### config.mk
export PLATFORM = sky130hd
export DESIGN_NAME = pq_filter_droop_controller
export DESIGN_NICKNAME = d
export VERILOG_FILES = /design/src/pqfd_pkg.sv /design/src/pqfd_mac.sv /design/src/pqfd_seq.sv /design/src/pq_filter_droop_controller.sv
export VERILOG_INCLUDE_DIRS = /design/src /design/src/src
export SDC_FILE = /design/constraint.sdc
export NUM_CORES = 2
export LEC_CHECK = 0
export BUFFER_PORTS_ARGS = -buffer_cell sky130_fd_sc_hd__buf_2
export CAP_MARGIN = 40
export CORE_ASPECT_RATIO = 0.6
export CORE_UTILIZATION = 35
export CTS_BUF_LIST = sky130_fd_sc_hd__clkbuf_8
export CTS_CLUSTER_DIAMETER = 100
export DETAILED_ROUTE_END_ITERATION = 12
export SETUP_SLACK_MARGIN = 0.1
export SYNTH_ARGS = -nofsm -noshare
export SYNTH_HDL_FRONTEND = slang
export SYNTH_SLANG_ARGS = --single-unit
### constraint.sdc
create_clock -name clk -period 12.1 [get_ports clk]
set_input_delay 2.42 -clock clk [delete_from_list [all_inputs] [get_ports clk]]
set_output_delay 2.42 -clock clk [all_outputs]
set_load 0.01 [all_outputs]
### src/assert_macros.svh
// Assertion macros shared by the droop controller modules.
`ifndef ASSERT_MACROS_SVH
`define ASSERT_MACROS_SVH

// Check a property on every rising clock edge outside reset.
`define ASSERT_CLK(label, prop, msg) \
	label: assert property (@(posedge clk) disable iff (!arst_n) prop) else $error(msg);

// Check that a condition never holds on a clock edge outside reset.
`define ASSERT_NEVER(label, cond, msg) \
	`ASSERT_CLK(label, !(cond), msg)

`endif

### src/pqfd_pkg.sv
// Package: widths, register indexes, operand selects and the step schedule.
`timescale 1ns / 1ps
`default_nettype none
package pqfd_pkg;

	localparam int SMP_W  = 16;
	localparam int PWR_W  = 32;
	localparam int OPND_W = 33;
	localparam int ACC_W  = 66;
	localparam int STEP_W = 4;
	localparam int NOMF_W = 31;
	localparam int CIDX_W = 8;

	localparam logic [STEP_W-1:0] LAST_STEP = 4'd15;

	// Configuration register indexes
	localparam logic [CIDX_W-1:0] REG_FREQ_GAIN = 8'd0;
	localparam logic [CIDX_W-1:0] REG_VOLT_GAIN = 8'd1;
	localparam logic [CIDX_W-1:0] REG_P_SET     = 8'd2;
	localparam logic [CIDX_W-1:0] REG_Q_SET     = 8'd3;
	localparam logic [CIDX_W-1:0] REG_NOM_FREQ  = 8'd4;
	localparam logic [CIDX_W-1:0] REG_COEF_CUR  = 8'd5;
	localparam logic [CIDX_W-1:0] REG_COEF_PREV = 8'd6;
	localparam logic [CIDX_W-1:0] REG_COEF_FB   = 8'd7;

	// Multiplier A operand selects
	localparam logic [2:0] A_VA = 3'd0;
	localparam logic [2:0] A_VB = 3'd1;
	localparam logic [2:0] A_CC = 3'd2;
	localparam logic [2:0] A_CP = 3'd3;
	localparam logic [2:0] A_CF = 3'd4;
	localparam logic [2:0] A_FG = 3'd5;
	localparam logic [2:0] A_VG = 3'd6;

	// Multiplier B operand selects
	localparam logic [3:0] B_IA  = 4'd0;
	localparam logic [3:0] B_IB  = 4'd1;
	localparam logic [3:0] B_P   = 4'd2;
	localparam logic [3:0] B_LRP = 4'd3;
	localparam logic [3:0] B_LFP = 4'd4;
	localparam logic [3:0] B_Q   = 4'd5;
	localparam logic [3:0] B_LRQ = 4'd6;
	localparam logic [3:0] B_LFQ = 4'd7;
	localparam logic [3:0] B_DP  = 4'd8;
	localparam logic [3:0] B_DQ  = 4'd9;

	// Accumulator start values
	localparam logic [1:0] BIAS_ZERO = 2'd0;
	localparam logic [1:0] BIAS_FILT = 2'd1;
	localparam logic [1:0] BIAS_FREQ = 2'd2;
	localparam logic [1:0] BIAS_VOLT = 2'd3;

	// Accumulator capture targets
	localparam logic [2:0] CAP_NONE = 3'd0;
	localparam logic [2:0] CAP_P    = 3'd1;
	localparam logic [2:0] CAP_Q    = 3'd2;
	localparam logic [2:0] CAP_PF   = 3'd3;
	localparam logic [2:0] CAP_QF   = 3'd4;
	localparam logic [2:0] CAP_WREF = 3'd5;

	typedef struct packed {
		logic vld;
		logic first;
		logic sub;
	} mac_ctl_t;

	typedef struct packed {
		mac_ctl_t   mac;
		logic [2:0] a_sel;
		logic [3:0] b_sel;
		logic [1:0] bias_sel;
		logic [2:0] cap_sel;
		logic       dif_p;
		logic       dif_q;
		logic       fin;
	} ctrl_t;

	// Schedule: at most one multiply per step; a sum is read after its last term clears both MAC registers
	function automatic ctrl_t step_ctrl(input logic [STEP_W-1:0] step);
		ctrl_t c;
		c = '0;
		unique case (step)
			4'd0: begin
				c.mac = '{vld: 1'b1, first: 1'b1, sub: 1'b0};
				c.a_sel = A_VA; c.b_sel = B_IA; c.bias_sel = BIAS_ZERO;
			end
			4'd1: begin
				c.mac = '{vld: 1'b1, first: 1'b0, sub: 1'b0};
				c.a_sel = A_VB; c.b_sel = B_IB;
			end
			4'd2: begin
				c.mac = '{vld: 1'b1, first: 1'b1, sub: 1'b0};
				c.a_sel = A_VB; c.b_sel = B_IA; c.bias_sel = BIAS_ZERO;
			end
			4'd3: begin
				c.mac = '{vld: 1'b1, first: 1'b0, sub: 1'b1};
				c.a_sel = A_VA; c.b_sel = B_IB; c.cap_sel = CAP_P;
			end
			4'd4: begin
				c.mac = '{vld: 1'b1, first: 1'b1, sub: 1'b0};
				c.a_sel = A_CC; c.b_sel = B_P; c.bias_sel = BIAS_FILT;
			end
			4'd5: begin
				c.mac = '{vld: 1'b1, first: 1'b0, sub: 1'b0};
				c.a_sel = A_CP; c.b_sel = B_LRP; c.cap_sel = CAP_Q;
			end
			4'd6: begin
				c.mac = '{vld: 1'b1, first: 1'b0, sub: 1'b1};
				c.a_sel = A_CF; c.b_sel = B_LFP;
			end
			4'd7: begin
				c.mac = '{vld: 1'b1, first: 1'b1, sub: 1'b0};
				c.a_sel = A_CC; c.b_sel = B_Q; c.bias_sel = BIAS_FILT;
			end
			4'd8: begin
				c.mac = '{vld: 1'b1, first: 1'b0, sub: 1'b0};
				c.a_sel = A_CP; c.b_sel = B_LRQ; c.cap_sel = CAP_PF;
			end
			4'd9: begin
				c.mac = '{vld: 1'b1, first: 1'b0, sub: 1'b1};
				c.a_sel = A_CF; c.b_sel = B_LFQ; c.dif_p = 1'b1;
			end
			4'd10: begin
				c.mac = '{vld: 1'b1, first: 1'b1, sub: 1'b0};
				c.a_sel = A_FG; c.b_sel = B_DP; c.bias_sel = BIAS_FREQ;
			end
			4'd11: begin
				c.cap_sel = CAP_QF;
			end
			4'd12: begin
				c.cap_sel = CAP_WREF; c.dif_q = 1'b1;
			end
			4'd13: begin
				c.mac = '{vld: 1'b1, first: 1'b1, sub: 1'b0};
				c.a_sel = A_VG; c.b_sel = B_DQ; c.bias_sel = BIAS_VOLT;
			end
			default: begin
				c = '0;
			end
		endcase
		return c;
	endfunction

	// Clamp a 52-bit signed value to 32 bits signed
	function automatic logic [PWR_W-1:0] sat32(input logic [51:0] x);
		logic [PWR_W-1:0] r;
		if ((x[51:31] == '0) || (x[51:31] == '1)) begin
			r = x[31:0];
		end else if (x[51]) begin
			r = 32'h8000_0000;
		end else begin
			r = 32'h7FFF_FFFF;
		end
		return r;
	endfunction

endpackage
`default_nettype wire

### src/pqfd_mac.sv
// Shared multiply-accumulate unit: registered 33x33 product, then a 66-bit accumulator.
`timescale 1ns / 1ps
`default_nettype none
module pqfd_mac (
	input  wire logic                               clk,
	input  wire logic                               arst_n,
	input  wire pqfd_pkg::mac_ctl_t                 ctl,
	input  wire logic signed [pqfd_pkg::OPND_W-1:0] opa,
	input  wire logic signed [pqfd_pkg::OPND_W-1:0] opb,
	input  wire logic        [pqfd_pkg::ACC_W-1:0]  bias,
	output logic             [pqfd_pkg::ACC_W-1:0]  acc
);
	import pqfd_pkg::*;

	logic signed [ACC_W-1:0] prod;
	logic signed [ACC_W-1:0] prod_s1;
	logic        [ACC_W-1:0] bias_s1;
	logic                    vld_s1;
	logic                    first_s1;
	logic                    sub_s1;
	logic        [ACC_W-1:0] base;
	logic        [ACC_W-1:0] acc_q;

	// Multiply
	assign prod = opa * opb;

	// Register the product and its control
	always_ff @(posedge clk or negedge arst_n) begin
		if (!arst_n) begin
			vld_s1 <= 1'b0;
		end else begin
			vld_s1 <= ctl.vld;
		end
	end

	always_ff @(posedge clk) begin
		prod_s1  <= prod;
		bias_s1  <= bias;
		first_s1 <= ctl.first;
		sub_s1   <= ctl.sub;
	end

	// Start from the bias or add onto the running sum
	assign base = first_s1 ? bias_s1 : acc_q;

	always_ff @(posedge clk) begin
		if (vld_s1) begin
			if (sub_s1) begin
				acc_q <= base - prod_s1;
			end else begin
				acc_q <= base + prod_s1;
			end
		end
	end

	assign acc = acc_q;

endmodule
`default_nettype wire

### src/pqfd_seq.sv
// Step sequencer: walks the multiply schedule once per accepted sample.
`timescale 1ns / 1ps
`default_nettype none
`include "assert_macros.svh"
module pqfd_seq (
	input  wire logic            clk,
	input  wire logic            arst_n,
	input  wire logic            start,
	input  wire logic            out_free,
	output logic                 busy,
	output pqfd_pkg::ctrl_t      ctrl
);
	import pqfd_pkg::*;

	localparam logic ST_IDLE = 1'b0;
	localparam logic ST_RUN  = 1'b1;

	logic              state_q;
	logic [STEP_W-1:0] step_q;
	logic              at_last;

	assign at_last = (step_q == LAST_STEP);
	assign busy    = (state_q == ST_RUN);

	// Decode the current step, quiet while idle
	always_comb begin
		ctrl = step_ctrl(step_q);
		if (state_q != ST_RUN) begin
			ctrl.mac     = '0;
			ctrl.cap_sel = CAP_NONE;
			ctrl.dif_p   = 1'b0;
			ctrl.dif_q   = 1'b0;
		end
		ctrl.fin = (state_q == ST_RUN) && at_last && out_free;
	end

	// Advance the step; hold on the last step until the output register frees up
	always_ff @(posedge clk or negedge arst_n) begin
		if (!arst_n) begin
			state_q <= ST_IDLE;
			step_q  <= '0;
		end else begin
			unique case (state_q)
				ST_IDLE: begin
					if (start) begin
						state_q <= ST_RUN;
						step_q  <= '0;
					end
				end
				ST_RUN: begin
					if (!at_last) begin
						step_q <= step_q + 1'b1;
					end else if (out_free) begin
						state_q <= ST_IDLE;
						step_q  <= '0;
					end
				end
				default: begin
					state_q <= ST_IDLE;
				end
			endcase
		end
	end

	`ASSERT_CLK(a_idle_step, (state_q == ST_IDLE) |-> (step_q == '0), "step moved while idle")
	`ASSERT_CLK(a_run_hold, ((state_q == ST_RUN) && !at_last) |=> (state_q == ST_RUN), "run ended before last step")
	`ASSERT_CLK(a_last_wait, ((state_q == ST_RUN) && at_last && !out_free) |=> ((state_q == ST_RUN) && $stable(step_q)), "last step not held while output full")

endmodule
`default_nettype wire

### src/pq_filter_droop_controller.sv
// Top level: P-f / Q-V droop controller with first-order power filters.
//
//  channel   | signals                                   | beat
//  ----------+-------------------------------------------+----------------------------------
//  sample in | s_axis_tvalid/tready/tdata[63:0]          | v_alpha, v_beta, i_alpha, i_beta
//  result out| m_axis_tvalid/tready/tdata[127:0]         | p_f, q_f, v_ref, w_ref
//  config    | cfg_valid/cfg_ready/cfg_index/cfg_data    | register index, write data
//
// Each sample goes from the input beat through the 16 steps of the sequencer to the output beat;
// the step count is set by the single shared 33x33 multiplier doing 12 products.
// The next sample is taken the cycle after the result loads the output register.
// If the output register is still full at the last step, the sequencer holds there.
// arst_n clears the configuration, the filter history and all handshake state.
`timescale 1ns / 1ps
`default_nettype none
`include "assert_macros.svh"
module pq_filter_droop_controller (
	input  wire logic          clk,
	input  wire logic          arst_n,
	input  wire logic          s_axis_tvalid,
	output logic               s_axis_tready,
	input  wire logic [63:0]   s_axis_tdata,   // volt_alpha, volt_beta, curr_alpha, curr_beta
	output logic               m_axis_tvalid,
	input  wire logic          m_axis_tready,
	output logic [127:0]       m_axis_tdata,   // filtered_active, filtered_reactive,
	                                           // volt_reference, freq_reference
	input  wire logic          cfg_valid,
	output logic               cfg_ready,
	input  wire logic [pqfd_pkg::CIDX_W-1:0] cfg_index,
	input  wire logic [31:0]   cfg_data
);
	import pqfd_pkg::*;

	// Configuration
	logic [PWR_W-1:0]  freq_gain_q;
	logic [PWR_W-1:0]  volt_gain_q;
	logic [PWR_W-1:0]  p_set_q;
	logic [PWR_W-1:0]  q_set_q;
	logic [NOMF_W-1:0] nom_freq_q;
	logic [SMP_W-1:0]  coef_cur_q;
	logic [SMP_W-1:0]  coef_prev_q;
	logic [SMP_W-1:0]  coef_fb_q;

	// Sample and working values
	logic [SMP_W-1:0]  va_q, vb_q, ia_q, ib_q;
	logic [PWR_W-1:0]  p_q, q_q, pf_q, qf_q, wref_q;
	logic [OPND_W-1:0] dp_q, dq_q;

	// Filter history
	logic [PWR_W-1:0]  last_raw_p_q, last_filt_p_q, last_raw_q_q, last_filt_q_q;

	// Output register
	logic              m_vld_q;
	logic [PWR_W-1:0]  out_pf_q, out_qf_q, out_vref_q, out_wref_q;

	logic              accept;
	logic              busy;
	logic              out_free;
	ctrl_t             ctrl;
	logic [OPND_W-1:0] opa, opb;
	logic [ACC_W-1:0]  bias;
	logic [ACC_W-1:0]  acc;

	assign accept   = s_axis_tvalid && s_axis_tready;
	assign out_free = !m_vld_q || m_axis_tready;
	assign s_axis_tready = !busy;
	assign cfg_ready = 1'b1;

	// Write configuration registers
	always_ff @(posedge clk or negedge arst_n) begin
		if (!arst_n) begin
			freq_gain_q <= '0;
			volt_gain_q <= '0;
			p_set_q     <= '0;
			q_set_q     <= '0;
			nom_freq_q  <= '0;
			coef_cur_q  <= '0;
			coef_prev_q <= '0;
			coef_fb_q   <= '0;
		end else if (cfg_valid) begin
			unique case (cfg_index)
				REG_FREQ_GAIN: freq_gain_q <= cfg_data;
				REG_VOLT_GAIN: volt_gain_q <= cfg_data;
				REG_P_SET:     p_set_q     <= cfg_data;
				REG_Q_SET:     q_set_q     <= cfg_data;
				REG_NOM_FREQ:  nom_freq_q  <= cfg_data[NOMF_W-1:0];
				REG_COEF_CUR:  coef_cur_q  <= cfg_data[SMP_W-1:0];
				REG_COEF_PREV: coef_prev_q <= cfg_data[SMP_W-1:0];
				REG_COEF_FB:   coef_fb_q   <= cfg_data[SMP_W-1:0];
				default: begin
				end
			endcase
		end
	end

	// Latch the sample beat
	always_ff @(posedge clk) begin
		if (accept) begin
			va_q <= s_axis_tdata[15:0];
			vb_q <= s_axis_tdata[31:16];
			ia_q <= s_axis_tdata[47:32];
			ib_q <= s_axis_tdata[63:48];
		end
	end

	pqfd_seq u_seq (
		.clk      (clk),
		.arst_n   (arst_n),
		.start    (accept),
		.out_free (out_free),
		.busy     (busy),
		.ctrl     (ctrl)
	);

	// Select multiplier operands
	always_comb begin
		unique case (ctrl.a_sel)
			A_VA:    opa = {{(OPND_W-SMP_W){va_q[SMP_W-1]}}, va_q};
			A_VB:    opa = {{(OPND_W-SMP_W){vb_q[SMP_W-1]}}, vb_q};
			A_CC:    opa = {{(OPND_W-SMP_W){coef_cur_q[SMP_W-1]}}, coef_cur_q};
			A_CP:    opa = {{(OPND_W-SMP_W){coef_prev_q[SMP_W-1]}}, coef_prev_q};
			A_CF:    opa = {{(OPND_W-SMP_W){coef_fb_q[SMP_W-1]}}, coef_fb_q};
			A_FG:    opa = {freq_gain_q[PWR_W-1], freq_gain_q};
			A_VG:    opa = {volt_gain_q[PWR_W-1], volt_gain_q};
			default: opa = '0;
		endcase
	end

	always_comb begin
		unique case (ctrl.b_sel)
			B_IA:    opb = {{(OPND_W-SMP_W){ia_q[SMP_W-1]}}, ia_q};
			B_IB:    opb = {{(OPND_W-SMP_W){ib_q[SMP_W-1]}}, ib_q};
			B_P:     opb = {p_q[PWR_W-1], p_q};
			B_LRP:   opb = {last_raw_p_q[PWR_W-1], last_raw_p_q};
			B_LFP:   opb = {last_filt_p_q[PWR_W-1], last_filt_p_q};
			B_Q:     opb = {q_q[PWR_W-1], q_q};
			B_LRQ:   opb = {last_raw_q_q[PWR_W-1], last_raw_q_q};
			B_LFQ:   opb = {last_filt_q_q[PWR_W-1], last_filt_q_q};
			B_DP:    opb = dp_q;
			B_DQ:    opb = dq_q;
			default: opb = '0;
		endcase
	end

	// Rounding constants; the nominal frequency rides in above the droop fraction
	always_comb begin
		unique case (ctrl.bias_sel)
			BIAS_ZERO: bias = '0;
			BIAS_FILT: bias = {{(ACC_W-14){1'b0}}, 14'h2000};
			BIAS_FREQ: bias = {{(ACC_W-NOMF_W-24){1'b0}}, nom_freq_q, 24'h80_0000};
			BIAS_VOLT: bias = {{(ACC_W-24){1'b0}}, 24'h80_0000};
			default:   bias = '0;
		endcase
	end

	pqfd_mac u_mac (
		.clk    (clk),
		.arst_n (arst_n),
		.ctl    (ctrl.mac),
		.opa    (opa),
		.opb    (opb),
		.bias   (bias),
		.acc    (acc)
	);

	// Capture finished sums: halve the powers, scale and clamp the rest
	always_ff @(posedge clk) begin
		unique case (ctrl.cap_sel)
			CAP_P:    p_q    <= acc[PWR_W:1];
			CAP_Q:    q_q    <= acc[PWR_W:1];
			CAP_PF:   pf_q   <= sat32(acc[ACC_W-1:14]);
			CAP_QF:   qf_q   <= sat32(acc[ACC_W-1:14]);
			CAP_WREF: wref_q <= sat32({{10{acc[ACC_W-1]}}, acc[ACC_W-1:24]});
			default: begin
			end
		endcase
	end

	// Form the droop errors
	always_ff @(posedge clk) begin
		if (ctrl.dif_p) begin
			dp_q <= {p_set_q[PWR_W-1], p_set_q} - {pf_q[PWR_W-1], pf_q};
		end
		if (ctrl.dif_q) begin
			dq_q <= {q_set_q[PWR_W-1], q_set_q} - {qf_q[PWR_W-1], qf_q};
		end
	end

	// Advance the filter history when the result loads the output register
	always_ff @(posedge clk or negedge arst_n) begin
		if (!arst_n) begin
			last_raw_p_q  <= '0;
			last_filt_p_q <= '0;
			last_raw_q_q  <= '0;
			last_filt_q_q <= '0;
		end else if (ctrl.fin) begin
			last_raw_p_q  <= p_q;
			last_filt_p_q <= pf_q;
			last_raw_q_q  <= q_q;
			last_filt_q_q <= qf_q;
		end
	end

	// Output register
	always_ff @(posedge clk or negedge arst_n) begin
		if (!arst_n) begin
			m_vld_q <= 1'b0;
		end else if (ctrl.fin) begin
			m_vld_q <= 1'b1;
		end else if (m_axis_tready) begin
			m_vld_q <= 1'b0;
		end
	end

	// Take the voltage reference straight from the finished sum on the last step
	always_ff @(posedge clk) begin
		if (ctrl.fin) begin
			out_pf_q   <= pf_q;
			out_qf_q   <= qf_q;
			out_vref_q <= sat32({{10{acc[ACC_W-1]}}, acc[ACC_W-1:24]});
			out_wref_q <= wref_q;
		end
	end

	assign m_axis_tvalid = m_vld_q;
	assign m_axis_tdata  = {out_wref_q, out_vref_q, out_qf_q, out_pf_q};

	`ASSERT_CLK(a_accept_busy, accept |=> !s_axis_tready, "sample taken while busy")
	`ASSERT_CLK(a_out_vld, (m_vld_q && !m_axis_tready) |=> m_vld_q, "result beat dropped")
	`ASSERT_CLK(a_out_hold, (m_vld_q && !m_axis_tready) |=> $stable(m_axis_tdata), "beat moved")

endmodule
`default_nettype wire

## Yosys cells after proc, flatten, opt, wreduce, memory -nomap -nowiden

Cells that the tools add are included.

- $add $sub $neg: 5
- Multipliers: 1
- Equal/unequal tests: 48
- Multiplexer cells: 25
- Bitwise logic cells: 1
- Reduce and logical (&&, ||, !) cells: 26

Operators by type and width:

| operator | count |
|---|---|
| 33-bit case mux with 10 select lines | 1 |
| 66-bit case mux with 4 select lines | 1 |
| 33-bit case mux with 7 select lines | 1 |
| 66-bit 2-to-1 mux | 2 |
| 10-bit case mux with 12 select lines | 1 |
| 32-bit 2-to-1 mux | 3 |
| 66-bit adder | 1 |
| 33-bit by 33-bit multiplier with 66-bit output | 1 |
| 32-bit by 32-bit subtractor with 33-bit output | 2 |
| 66-bit subtractor | 1 |
| 21-bit equality test (second input constant) | 2 |
| 21-bit zero test | 2 |
| 4-bit equality test (second input constant) | 9 |
| 4-bit by 3-bit equality test with 1-bit output (second input constant) | 8 |
| 8-bit by 3-bit equality test with 1-bit output (second input constant) | 4 |
| 2-bit AND reduction | 9 |
| 4-bit by 2-bit equality test with 1-bit output (second input constant) | 4 |
| 8-bit by 2-bit equality test with 1-bit output (second input constant) | 2 |
| 3-bit equality test (second input constant) | 5 |
| 3-bit case mux with 5 select lines | 1 |
| 3-bit by 2-bit equality test with 1-bit output (second input constant) | 4 |
| 4-bit 2-to-1 mux | 3 |
| 4-bit by 1-bit equality test with 1-bit output (second input constant) | 2 |
| 8-bit by 1-bit equality test with 1-bit output (second input constant) | 1 |
| 22 further kinds | 36 |

- Flip-flop bits (word level): 960
- Bits of input ports: 109
- Output and inout port bits: 131
- Word-level logic and storage cells: 142

## Depth between registers and ports, before layout

- Word-level depth: 5
- Gate-level depth with buffers: 40
- Mapped depth without buffers: 36

## Modules after synthesis

A second synthesis with hierarchy kept.

- Cell total of the unflattened synthesis: 7,700
- Area, all modules: 82,729.3 um^2

By module, submodules not included:

| module | times used | cells an instance | area each (um^2) | seq. area each (um^2) |
|---|---|---|---|---|
| pqfd_mac | 1 | 5,291 | 49,491.2 | 4,689.5 |
| pq_filter_droop_controller | 1 | 2,318 | 32,535.0 | 20,960.1 |
| pqfd_seq | 1 | 91 | 703.2 | 125.1 |

## Worst setup path before layout

Ideal clock, no wire load.

- Path kind: reg-to-reg
- From: register u_seq.step_q[0]
- To: register u_mac.prod_s1[61]
- Library setup time: 0.091 ns
- Arrival: 9.312 ns
- Required time: 12.009 ns
- Path slack: 2.698 ns
- Stages on the path, launching flop included: 33
- Buffers on the path: 5
- Period minus slack after synthesis: 9.402 ns
- Cell sequence: dfrtp_1 -> inv_1 -> ha_1 -> buf_2 -> clkbuf_1 -> a21oi_1 -> a222oi_1 -> nand3_2 -> buf_4 -> a221oi_4 -> buf_2 -> nor2_1 -> fa_1 -> inv_1 -> fa_1 -> inv_1 -> fa_1 -> fa_1 -> fa_1 -> fa_1 -> fa_1 -> inv_1 -> fa_1 -> inv_1 -> ha_1 -> clkbuf_1 -> nand4_1 -> or3_1 -> o21ai_0 -> a21oi_1 -> o21ai_0 -> nor2_1 -> a311oi_1

- Longest elaborated chain between the ends: 5
- Elaborated cells on any way between the ends: 33
- Classes of those cells: mul: 1; eq/ne: 26; mux: 3; reduce/logical: 3

Ends and longest elaborated chain:

| what | line | source |
|---|---|---|
| start: declaration | pqfd_seq.sv:19 | `logic [STEP_W-1:0] step_q;` |
| start signal: assignment | pqfd_seq.sv:52 | `step_q <= step_q + 1'b1;` |
| 4-bit equality test (tied with other cells) | pqfd_pkg.sv:82 | `unique case (step)` |
| 10-bit case mux with 12 select lines * | pqfd_pkg.sv:82 |  |
| 4-bit equality test (tied with other cells) | pq_filter_droop_controller.sv:130 | `unique case (ctrl.b_sel)` |
| 33-bit case mux with 10 select lines or 33-bit case mux with 7 select lines (tied branches) | pq_filter_droop_controller.sv:130, pq_filter_droop_controller.sv:117 |  |
| 33-bit by 33-bit multiplier with 66-bit output * | pqfd_mac.sv:25 | `assign prod = opa * opb;` |
| named net u_mac.prod[61] | pqfd_mac.sv:15 | `logic signed [ACC_W-1:0] prod;` |
| end signal: assignment | pqfd_mac.sv:37 | `prod_s1 <= prod;` |
| end: declaration | pqfd_mac.sv:16 | `logic signed [ACC_W-1:0] prod_s1;` |

The timed path passes the listed nets; every way through them passes the cells marked *.
A chain may end at the register's enable or synchronous reset.

## Final worst setup path

- From: register u_seq.step_q[0]
- To: register u_mac.prod_s1[58]

The elaborated chain is that of the path after synthesis.

==> impl_metrics.env <==
export IMPL_outcome="finished clean"
export IMPL_seqCellArea_mm2=0.0251
export IMPL_async_flop_share=0.369
export IMPL_die_w_um=620
export IMPL_synth_fp_nets=9204
export IMPL_holdPathEnd="out_wref_q[25]"
export IMPL_clk_pin_slew_ps=70
export IMPL_drtPass1Iterations=8
export IMPL_hold_path_class="register to register"
export IMPL_root_buffer="clkbuf_8"
export IMPL_grtUsageTotal=0.239
export IMPL_multi_input_area_mm2=0.0489
export IMPL_setup_viol=0
export IMPL_synthMuxAreaShare=0.0488
export IMPL_clockBufferDepth=4
export IMPL_ys_warnings_count=0
export IMPL_r2r_slack_ps=480
export IMPL_wirelength_um=277000
export IMPL_fin_nets=9505
export IMPL_clkSinkCount=927
export IMPL_wl_met1_um=127000
export IMPL_arrival_ps=12340
export IMPL_hold_buffers=0
export IMPL_max_stage_delay_ps=650
export IMPL_top_layer="met5"
export IMPL_fmax_mhz=86.0
export IMPL_routedWlPerCell_um=25.1
export IMPL_synthAdderAreaFrac=0.336
export IMPL_startpoint="u_seq.step_q[0]"
export IMPL_fillerInstances=22100
export IMPL_routabilityCongestion=0.980
export IMPL_insertion_delay_ps=890
export IMPL_crit_top_cell="fa_1"
export IMPL_grt_pass1_wl_um=407000
export IMPL_synthSimpleGateAreaFrac=0.108
export IMPL_cap_violations=0
export IMPL_layout_drive_gt1_share=0.146
export IMPL_ctsHtreeMaxLevel=4
export IMPL_avgSynthCellArea_um2=10.5
export IMPL_pin_count=240
export IMPL_ys_seq_area_frac=0.313
export IMPL_hpwl_um=223000
export IMPL_vias_per_cell=5.41
export IMPL_dieArea_mm2=0.231
export IMPL_rows=135
export IMPL_grt_antenna_before_repair=19
export IMPL_grt_ovfl_total=0
export IMPL_r2r_start="u_seq.step_q[0]"
export IMPL_drc=0
export IMPL_slew_violations=0
export IMPL_ant_nets=0
export IMPL_coreArea_mm2=0.227
export IMPL_tns_ps=0
export IMPL_cts_buffers=146
export IMPL_worstSetupPathType="register to register"
export IMPL_grt_max_degree=122
export IMPL_synth_seq_cells=927
export IMPL_synthXorXnorAreaFrac=0.0250
export IMPL_hold_viol_final=0
export IMPL_timing_rr_end="u_mac.prod_s1[58]"
export IMPL_worstPathMaxFanout=21
export IMPL_timing_slew_headroom=0.236
export IMPL_synthFlopType="edfxtp_1"
export IMPL_layout_area_overhead_vs_synth_pct=11.2
export IMPL_dr_total_vias=59700
export IMPL_start_util=0.354
export IMPL_drtIter0Drc=7021
export IMPL_synth_top_family_by_area="adder cells"
export IMPL_cp_slowest_cell="and3b_1"
export IMPL_hold_depth=0
export IMPL_end_kind="register"
export IMPL_finalCritPeriodShare=0.961
export IMPL_io_buffers=238
export IMPL_rsz0062_at_grt="false"
export IMPL_synthesis_area_mm2=0.0802
export IMPL_worst_clock_skew_ps=143
export IMPL_worst_slew_pin_slew_ps=1150
export IMPL_wl_met2_um=107000
export IMPL_synth_compound_area_share=0.0900
export IMPL_route_met3_wl_um=36500
export IMPL_synth_edff_count=484
export IMPL_hold_start="wref_q[25]"
export IMPL_required_ps=12810
export IMPL_period_needed_ps=11620
export IMPL_netlist_cell_type_count=107
export IMPL_die_h_um=373
export IMPL_cp_start_kind="register"
export IMPL_cts_tree="built"
export IMPL_grt_pass1_vias=59500
export IMPL_syn_inst=7619
export IMPL_reg2reg_depth=35
==> cell usage after synthesis, types with 58 or more instances <==
cell type	n	area, µm²
inv_1	1294	4860
fa_1	1125	22500
nand2_1	873	3280
nor2_1	619	2320
edfxtp_1	484	14500
ha_1	351	4390
mux2_2	344	3870
dfrtp_1	342	8560
a21oi_1	245	1230
o21ai_0	192	961
clkbuf_1	190	713
xnor2_1	176	1540
buf_2	146	731
dfxtp_1	101	2020
a21o_1	94	706
nand3_1	64	320
and3_1	63	394
nor3_1	63	315
a222oi_1	58	581
==> cells in the final DEF (no fill, tap or decap), types with 21 or more instances in the layout <==
cell type / Yosys / routed
a211oi_1: 34 / 26
a21o_1: 94 / 94
a21oi_1: 245 / 244
a221o_1: 21 / 21
a221oi_1: 33 / 32
a222oi_1: 58 / 58
a22o_1: 25 / 25
a31oi_1: 39 / 39
and2_1: 50 / 50
and3_1: 63 / 61
buf_2: 146 / 248
buf_4: 8 / 223
clkbuf_8: 0 / 171
dfrtp_1: 342 / 340
dfxtp_1: 101 / 99
edfxtp_1: 484 / 484
fa_1: 1125 / 1125
ha_1: 351 / 349
inv_1: 1294 / 1344
mux2_2: 344 / 344
nand2_1: 873 / 873
nand2b_1: 33 / 33
nand3_1: 64 / 64
nand4_1: 48 / 48
nor2_1: 619 / 614
nor2b_1: 55 / 54
nor3_1: 63 / 56
o21a_1: 43 / 43
o21ai_0: 192 / 192
o21bai_1: 32 / 32
xnor2_1: 176 / 176
xor2_1: 51 / 51
==> area by class of cell <==
type | instances | share of cell area
antenna | 4 | 0.000112
tap | 3014 | 0.0423
inverter | 1297 | 0.0546
sequential | 927 | 0.282
clock buffer | 171 | 0.0264
timing repair buffer | 507 | 0.0402
clock inverter | 87 | 0.00605
multi-input combinational | 5041 | 0.549
==> sequential cells by signal, indices dropped and copies added, names as in the netlist, 33 cells and up <==
signal         cells
dp_q              33
dq_q              33
u_mac.bias_s1     33
u_mac.acc         66
u_mac.prod_s1     66
==> how the worst max path moves through the flow <==
stage / slack [ps] / end / depth (start not counted)
after floorplan: 2700 / u_mac.prod_s1[61] / 32
after global placement: 700 / u_mac.prod_s1[58] / 35
after detailed placement: 480 / u_mac.prod_s1[58] / 35
after CTS: 430 / u_mac.prod_s1[58] / 32
after global routing: 140 / u_mac.prod_s1[58] / 35
final: 480 / u_mac.prod_s1[58] / 35
==> timing repair <==
action	CTS	global route
buffers inserted	0	9
resized for setup	0	5
setup endpoints to repair	0	6
==> cell families (layout without fill, tap and decap cells) <==
| kind of cell | after synthesis | in the layout |
|---|---|---|
| AO/OA/AOI/OAI | 1015 | 1015 |
| XOR/XNOR | 228 | 228 |
| adder cells (fa/ha/maj) | 1476 | 1476 |
| buffers and inverters | 1651 | 2062 |
| flip-flops | 927 | 927 |
| multiplexers | 348 | 348 |
| other | 1 | 5 |
| AND/OR/NAND/NOR | 1973 | 1973 |
==> critical path, delay by kind of cell, from the launching register on <==
| kind | cells | cell delay [ps] |
|---|---|---|
| DFF | 1 | 430 |
| adders and majority gates | 10 | 4980 |
| AOI/OAI and AO/OA | 9 | 3280 |
| buffers and inverters | 8 | 1080 |
| xor gates and xnor gates | 1 | 160 |
| and+or+nand+nor | 7 | 1530 |
==> per-layer routing <==
| layer | track usage | up-vias |
|---|---|---|
| met4 | 0.0543 | 4 |
| met1 | 0.373 | 30800 |
| met3 | 0.0786 | 356 |
| li1 | - | 25300 |
| met2 | 0.311 | 3272 |
| met5 | 0 | - |
==> per-stage QoR <==
stage                     hold slack [ps]   util  cell area, µm²  cells  setup slack [ps]
after global routing                  426  0.393           89200  11000               140
after global placement                402  0.378           85600  10700               705
after detailed placement              405  0.380           86100  10800               479
after floorplan                       400      -           80200   7619              2700
after CTS                             413  0.393           89000  11000               433
final                                 418  0.393           89200  11000               476
Power is left out: the tool's default activity adds up to more than one toggle a clock period on the data nets, which glitch-free logic cannot reach.
